<file path="src/rtl/assert_macros.svh">
// Assertion macros for the fast inverse square root unit.
// No dependencies; taken in by the top level.
`ifndef ASSERT_MACROS_SVH
`define ASSERT_MACROS_SVH
`ifndef SYNTHESIS
`define ASSERT_IMPLIES(label, clk, rst_n, a, b) \
    label: assert property (@(posedge clk) disable iff (!rst_n) (a) |-> (b)) \
        else $error("assertion failed");
`define ASSERT_NEXT(label, clk, rst_n, a, b) \
    label: assert property (@(posedge clk) disable iff (!rst_n) (a) |=> (b)) \
        else $error("assertion failed");
`else
`define ASSERT_IMPLIES(label, clk, rst_n, a, b)
`define ASSERT_NEXT(label, clk, rst_n, a, b)
`endif
`endif

</file>
<file path="src/rtl/fisqrt_pkg.sv">
// Shared constants and float helpers for the fast inverse square root unit.
// No dependencies.
package fisqrt_pkg;
    localparam logic [31:0] MAGIC_SEED = 32'h5f375a86;
    localparam logic [31:0] CANON_NAN = 32'h7fc00000;
    localparam logic [31:0] HALF_F = 32'h3f000000;
    localparam logic [31:0] THREE_HALVES_F = 32'h3fc00000;
    localparam int unsigned LATENCY = 11;

    typedef struct packed {
        logic        sgn;
        logic [9:0]  ex;
        logic [47:0] mag;
        logic        zero;
        logic        inf;
        logic        nan;
    } t_mul_mid;

    // Round a positive significand m (leading one at bit 47 or 46) with a biased
    // exponent e for value m * 2^(e-127-46); returns final bits.
    function automatic logic [31:0] round_pack(input logic s, input logic signed [11:0] e,
                                               input logic [47:0] m);
        logic signed [11:0] ee;
        logic [49:0] mm;
        logic [5:0]  sh;
        logic [25:0] keep;
        logic        sticky;
        logic [24:0] q;
        logic [31:0] res;
        ee = e;
        mm = {m, 2'b00};
        if (m[47]) begin
            ee = e + 12'sd1;
        end else begin
            mm = {m[46:0], 3'b000};
        end
        // mm[49] is leading one; mantissa mm[48:26], guard mm[25].
        if (ee <= 0) begin
            sh = (ee < -12'sd26) ? 6'd27 : 6'(12'sd1 - ee);
            sticky = 1'b0;
            for (int i = 0; i < 50; i++) begin
                if (i < int'(sh)) sticky = sticky | mm[i];
            end
            mm = mm >> sh;
            ee = 12'sd0;
        end else begin
            sticky = 1'b0;
        end
        keep = mm[49:24];
        sticky = sticky | (|mm[23:0]);
        q = {1'b0, keep[25:2]};
        if (keep[1] && (keep[0] || sticky || keep[2])) q = q + 25'd1;
        if (ee == 0) begin
            res = {s, 8'(q[23] ? 1 : 0), q[22:0]};
        end else begin
            if (q[24]) ee = ee + 12'sd1;
            if (ee >= 12'sd255) res = {s, 8'hff, 23'd0};
            else res = {s, ee[7:0], q[24] ? q[23:1] : q[22:0]};
        end
        return res;
    endfunction
endpackage

</file>
<file path="src/rtl/fisqrt_fmul.sv">
// Two stage single precision multiplier with round to nearest even.
// Depends on fisqrt_pkg.
module fisqrt_fmul import fisqrt_pkg::*; (
    input  logic        i_clk,
    input  logic        i_en,
    input  logic [31:0] i_a,
    input  logic [31:0] i_b,
    output logic [31:0] o_p
);
    t_mul_mid r_mid;
    t_mul_mid n_mid;
    logic [31:0] r_p;

    function automatic logic [31:0] round_pack_norm(input t_mul_mid m);
        logic [47:0] v;
        logic signed [11:0] e;
        v = m.mag;
        e = 12'(signed'({2'b0, m.ex})) - 12'sd127;
        for (int i = 0; i < 6; i++) begin
            if (!v[47] && !v[46]) begin
                v = v << 1;
                e = e - 12'sd1;
            end
        end
        for (int i = 0; i < 6; i++) begin
            if (!v[47] && !v[46] && !v[45] && !v[44]) begin
                v = v << 4;
                e = e - 12'sd4;
            end
        end
        for (int i = 0; i < 3; i++) begin
            if (!v[47] && !v[46]) begin
                v = v << 1;
                e = e - 12'sd1;
            end
        end
        return round_pack(m.sgn, e, v);
    endfunction

    always_comb begin
        logic [7:0] ea, eb;
        logic [23:0] ma, mb;
        logic na, nb, ia, ib, za, zb;
        ea = i_a[30:23];
        eb = i_b[30:23];
        ma = {ea != 0, i_a[22:0]};
        mb = {eb != 0, i_b[22:0]};
        na = (ea == 8'hff) && (i_a[22:0] != 0);
        nb = (eb == 8'hff) && (i_b[22:0] != 0);
        ia = (ea == 8'hff) && (i_a[22:0] == 0);
        ib = (eb == 8'hff) && (i_b[22:0] == 0);
        za = (i_a[30:0] == 0);
        zb = (i_b[30:0] == 0);
        n_mid.sgn = i_a[31] ^ i_b[31];
        n_mid.ex = 10'({2'b0, (ea == 0) ? 8'd1 : ea}) + 10'({2'b0, (eb == 0) ? 8'd1 : eb});
        n_mid.mag = ma * mb;
        n_mid.nan = na || nb || (ia && zb) || (ib && za);
        n_mid.inf = ia || ib;
        n_mid.zero = za || zb;
    end

    always_ff @(posedge i_clk) begin
        if (i_en) begin
            r_mid <= n_mid;
            if (r_mid.nan) r_p <= CANON_NAN;
            else if (r_mid.inf) r_p <= {r_mid.sgn, 8'hff, 23'd0};
            else if (r_mid.zero || r_mid.mag == 0) r_p <= {r_mid.sgn, 31'd0};
            else r_p <= round_pack_norm(r_mid);
        end
    end

    assign o_p = r_p;
endmodule

</file>
<file path="config.mk">
export PLATFORM = sky130hd
export DESIGN_NAME = fisqrt_fmul
export DESIGN_NICKNAME = d
export VERILOG_FILES = /design/src/rtl/assert_macros.svh /design/src/rtl/fisqrt_pkg.sv /design/src/rtl/fisqrt_fmul.sv
export SDC_FILE = /design/constraint.sdc
export NUM_CORES = 2
export LEC_CHECK = 0
export BUFFER_PORTS_ARGS = -buffer_cell sky130_fd_sc_hd__buf_2
export CAP_MARGIN = 20
export CELL_PAD_IN_SITES_DETAIL_PLACEMENT = 1
export CELL_PAD_IN_SITES_GLOBAL_PLACEMENT = 2
export CORE_MARGIN = 1.5
export CORE_UTILIZATION = 37
export CTS_CLUSTER_DIAMETER = 60
export CTS_CLUSTER_SIZE = 30
export DETAILED_ROUTE_END_ITERATION = 8
export PLACE_DENSITY = 0.87
export SLEW_MARGIN = 20
export SYNTH_ARGS = -nofsm -noshare
export SYNTH_HDL_FRONTEND = slang
export SYNTH_SLANG_ARGS = --single-unit
</file>
<file path="constraint.sdc">
create_clock -name i_clk -period 14.56 [get_ports i_clk]
set_input_delay 2.912 -clock i_clk [delete_from_list [all_inputs] [get_ports i_clk]]
set_output_delay 2.912 -clock i_clk [all_outputs]
set_load 0.02 [all_outputs]
</file>
== Word level (Yosys, flattened, before mapping) ==
Cells that the tools add are included.

* Add/sub/neg operators: 21
* Multiply operators: 1
* Bitwise gates (word level): 51
* Reductions and logical operators: 99
* Muxes and demuxes: 490
* Shifts and indexed selects: 1
* Magnitude comparators: 53
* Eq/ne operators: 2

{| class="wikitable"
|+ Operators by type and width
! cell !! number
|-
| 48-bit two-way mux || 75
|-
| 12-bit two-way mux || 91
|-
| 50-bit two-way mux || 10
|-
| 1-bit two-way mux || 301
|-
| 25-bit two-way mux || 5
|-
| 6-bit less-than comparator, first input constant || 18
|-
| 5-bit by 6-bit less-than comparator with 1-bit output, first input constant || 16
|-
| 12-bit by 2-bit subtractor with 12-bit output, second input constant || 8
|-
| 31-bit two-way mux || 3
|-
| 12-bit by 4-bit subtractor with 12-bit output, second input constant || 6
|-
| 31-bit logical NOT || 2
|-
| 1-bit bitwise OR || 50
|-
| 50-bit by 6-bit right shift with 50-bit output || 1
|-
| 48-bit logical NOT || 1
|-
| 4-bit by 6-bit less-than comparator with 1-bit output, first input constant || 8
|-
| 24-bit by 24-bit multiplier with 48-bit output || 1
|-
| 23-bit logical NOT || 2
|-
| 23-bit two-way mux || 2
|-
| 23-bit nonzero test || 2
|-
| 1-bit logical NOT || 42
|-
| 1-bit logical AND || 34
|-
| 32-bit logical NOT || 1
|-
| 24-bit by 1-bit adder with 25-bit output, second input constant || 1
|-
| 12-bit by 2-bit adder with 12-bit output, second input constant || 2
|-
| other kinds (20) || 36
|}

* Bits in registers: 94
* Word-level logic and storage cells: 727
* Output and inout bits: 32

== Logic depth before layout (Yosys ltp) ==
* Word-level depth: 495
* Mapped depth: 77
* Gate-level depth less buffers: 66

== Least setup slack after synthesis ==
No wires, ideal clock.

* Kind: reg-to-reg
* Start point: register r_mid[50] in the netlist's numbering
* End point: register r_p[3], in the netlist o_p[3] (data pin)
* Stages on the path, launching flop included: 74
* Data arrival time: 14.750 ns
* Data required time: 14.305 ns
* Setup slack: -0.444 ns
* Path through: edfxtp_1 -> nor2_1 -> buf_2 -> buf_1 -> buf_1 -> nand2_1 -> xor2_1 -> ha_1 -> nand2b_1 -> a21oi_1 -> nor3_1 -> a21oi_1 -> ha_1 -> nor2_1 -> a21o_1 -> a21oi_1 -> ha_1 -> buf_1 -> [... 38 more ...] -> buf_2 -> o211ai_1 -> nand3_1 -> o21ai_0 -> a221oi_1 -> inv_1 -> ha_1 -> nor2b_1 -> nor3b_1 -> and4_1 -> buf_4 -> and2_1 -> buf_4 -> mux2i_1 -> o41a_4 -> nand2_2 -> buf_6 -> nor2_1

{| class="wikitable"
|+ RTL lines
! item !! line !! text
|-
| from (decl) || fisqrt_fmul.sv:10 || <nowiki>t_mul_mid r_mid;</nowiki>
|-
| from (signal assigned) || fisqrt_fmul.sv:64 || <nowiki>r_mid <= n_mid;</nowiki>
|-
| to (signal assigned) || fisqrt_fmul.sv:66 || <nowiki>else if (r_mid.inf) r_p <= {r_mid.sgn, 8'hff, 23'd0};</nowiki>
|-
| to (signal assigned) || fisqrt_fmul.sv:67 || <nowiki>else if (r_mid.zero || r_mid.mag == 0) r_p <= {r_mid.sgn, 31'd0};</nowiki>
|-
| to (signal assigned) || fisqrt_fmul.sv:68 || <nowiki>else r_p <= round_pack_norm(r_mid);</nowiki>
|-
| to (decl) || fisqrt_fmul.sv:12 || <nowiki>logic [31:0] r_p;</nowiki>
|}

==> impl_metrics.json <==
{
  "wl_um": 146000,
  "synth_nets": 5697,
  "io_pins": 98,
  "grt_pass1_vias": 39200,
  "wl_per_cell_um": 23.0,
  "period_minus_slack_ns": 13.93,
  "crit_top_cell": "buf_4",
  "yosys_warnings": 0,
  "maxCapViolCount": 0,
  "gr-total-overflow": 0,
  "yosysSeqAreaShare": 0.0714,
  "port_buffers": 97,
  "worst_pin_slew_ns": 1.05,
  "hold_viol": 0,
  "synthDistinctLibCells": 128,
  "drv_slew": 0,
  "final_nets": 5681,
  "setup_violations": 0,
  "drtAntennaViolNets": 0,
  "worst_path_max_delay_cell": "or4b_4",
  "cts_tree": "built",
  "via_per_inst": 5.85,
  "fin_ws_ns": 0.634,
  "grt_use_total": 0.269,
  "slew_headroom": 0.298,
  "drive_above_1_share": 0.115,
  "crit_arrival_ns": 14.17,
  "place_hpwl_um": 116000,
  "synthArstFlopShare": 0,
  "post-route-period-util": 0.956,
  "root_buffer": "clkbuf_16",
  "clk_latency_ns": 0.39,
  "row_count": 119,
  "hold_class": "reg2reg",
  "startpoint_type": "flip-flop",
  "die_w_um": 328,
  "status": "finished clean",
  "dr.pass1.iters": 6,
  "grt_max_degree": 66,
  "ys_ff_latch": 93,
  "cp-end-kind": "flip-flop",
  "max_freq_ghz": 0.0718,
  "gp_congestion": 0.973,
  "crit_family": "simple AND/OR/NAND/NOR gates",
  "syn_area_per_cell_sq_um": 7.90,
  "synth_edf_count": 93,
  "final_common_cell": "nand2_1",
  "vias": 37000,
  "final_cell_mix": "nand2_1 (644), inv_1 (564), fa_1 (483)",
  "critPathBufInv": 12,
  "clk_path_buf_depth": 2,
  "cts.sinks": 93,
  "ctsHoldBuffers": 0,
  "grt_antenna_before_repair": 0,
  "clk_pin_slew_ns": 0.08,
  "fin_skew_ns": 0.0204,
  "start_util": 0.372,
  "crit_required_ns": 14.81,
  "max_stage_delay_ns": 0.51,
  "htreeDepth": 3,
  "syn_area_sq_um": 39100,
  "place_worst_setup_slack_ns": -0.175,
  "grt_pass1_wl_um": 229000,
  "core_sq_um": 105000,
  "syn_inst": 4947,
  "ys.flop_type": "edfxtp_1",
  "drt_iter0_markers": 2534,
  "syn_to_final_growth_pct": 8.23,
  "path_class": "reg2reg",
  "worst-path-max-fanout": 9,
  "die-area_sq_um": 108000,
  "remaining_drc_errors": 0,
  "die_y_um": 328,
  "numCtsBuffers": 9
}
## final timing paths
check	slack [ns]	depth (start not counted)	end	from
setup / recovery	0.63	71	o_p[10]	r_mid[51]
hold / removal	0.56	1	o_p[31]	r_mid[61]
setup reg to reg	0.63	71	o_p[10]	r_mid[51]
hold reg to reg	0.56	1	o_p[31]	r_mid[61]
## cells by family after synthesis
group | share of synthesized area
buffers and inverters | 0.0895
adders and majority gates | 0.312
AOI/OAI and AO/OA | 0.186
muxes | 0.0628
and+or+nand+nor | 0.229
DFF | 0.0714
xor gates and xnor gates | 0.0492
## cell usage after synthesis, types with 16 or more instances
master / number / share of area
o2111ai_1: 16 / 0.0036
nand4_1: 45 / 0.0072
mux2i_1: 179 / 0.046
xnor2_1: 123 / 0.028
clkbuf_1: 217 / 0.021
inv_1: 564 / 0.054
or2_2: 27 / 0.0043
nor4_1: 50 / 0.0080
o221ai_1: 23 / 0.0052
ha_1: 201 / 0.064
and2_1: 267 / 0.043
nor2b_1: 30 / 0.0048
buf_1: 36 / 0.0035
nor3_1: 78 / 0.010
a22oi_1: 16 / 0.0031
a221oi_1: 18 / 0.0040
o211ai_1: 36 / 0.0069
o21ai_1: 20 / 0.0026
nand2b_1: 39 / 0.0062
fa_1: 483 / 0.25
o21a_1: 33 / 0.0063
a31oi_1: 35 / 0.0056
mux2_2: 56 / 0.016
nand3_1: 97 / 0.012
o21ai_0: 183 / 0.023
xor2_1: 44 / 0.0099
buf_2: 44 / 0.0056
a21oi_1: 240 / 0.031
nand2_1: 644 / 0.062
a221o_1: 20 / 0.0051
edfxtp_1: 93 / 0.071
o21bai_1: 34 / 0.0065
nor2_1: 380 / 0.036
o31ai_1: 22 / 0.0042
or3_1: 30 / 0.0048
a22o_1: 16 / 0.0036
and3_1: 36 / 0.0058
a21o_1: 28 / 0.0054
o22ai_1: 31 / 0.0050
a211oi_1: 37 / 0.0071
## sequential cells by signal, summed over array words and instances, names as in the netlist
name,cells
r_mid,61
o_p,32
## metal layers
layer,vias to the layer above,share of wire,track usage
met1,18900,0.44,0.359
met2,1042,0.47,0.454
met5,-,0,0
li1,16800,-,-
met3,244,0.051,0.0264
met4,0,0.034,0.0899
## final cells by class
class,instances,area (sq um)
diodes,1,2.50
clock buffers,9,225
clock inverters,7,63.8
fillers,12800,62700
inverters,568,2130
multi-input cells,3970,33400
flip-flops and latches,93,2790
well taps,1391,1740
repair buffers,289,1990
## per-stage QoR
stage / area, sq um / hold WS [ns] / cells / util / setup TNS (ns)
after detailed placement: 41300 / 0.547 / 6276 / 0.393 / -2.15
after floorplan: 39100 / 0.509 / 4947 / - / 0
after CTS: 41600 / 0.577 / 6298 / 0.397 / 0
after global placement: 41300 / 0.525 / 6276 / 0.393 / 0
after global routing: 42300 / 0.599 / 6327 / 0.403 / -1.34
final: 42300 / 0.556 / 6328 / 0.403 / 0
## worst reg2reg max path, delay by kind of cell (launching register included)
family | cells | cell delay (ns)
AO/OA/AOI/OAI | 14 | 2.70
XOR/XNOR | 7 | 1.53
adder cells (fa/ha/maj) | 11 | 3.22
buffers and inverters | 12 | 1.87
flip-flops | 1 | 0.41
AND/OR/NAND/NOR | 27 | 4.10
## what timing repair did
item | in CTS | in global routing
buffers inserted | 6 | 26
pin swaps | 3 | 33
endpoints found under the setup margin | 29 | 31
gates resized for setup | 10 | 86
gates cloned | 0 | 3
Power is left out: the tool's default activity adds up to more than one toggle a clock period on the data nets, which glitch-free logic cannot reach.
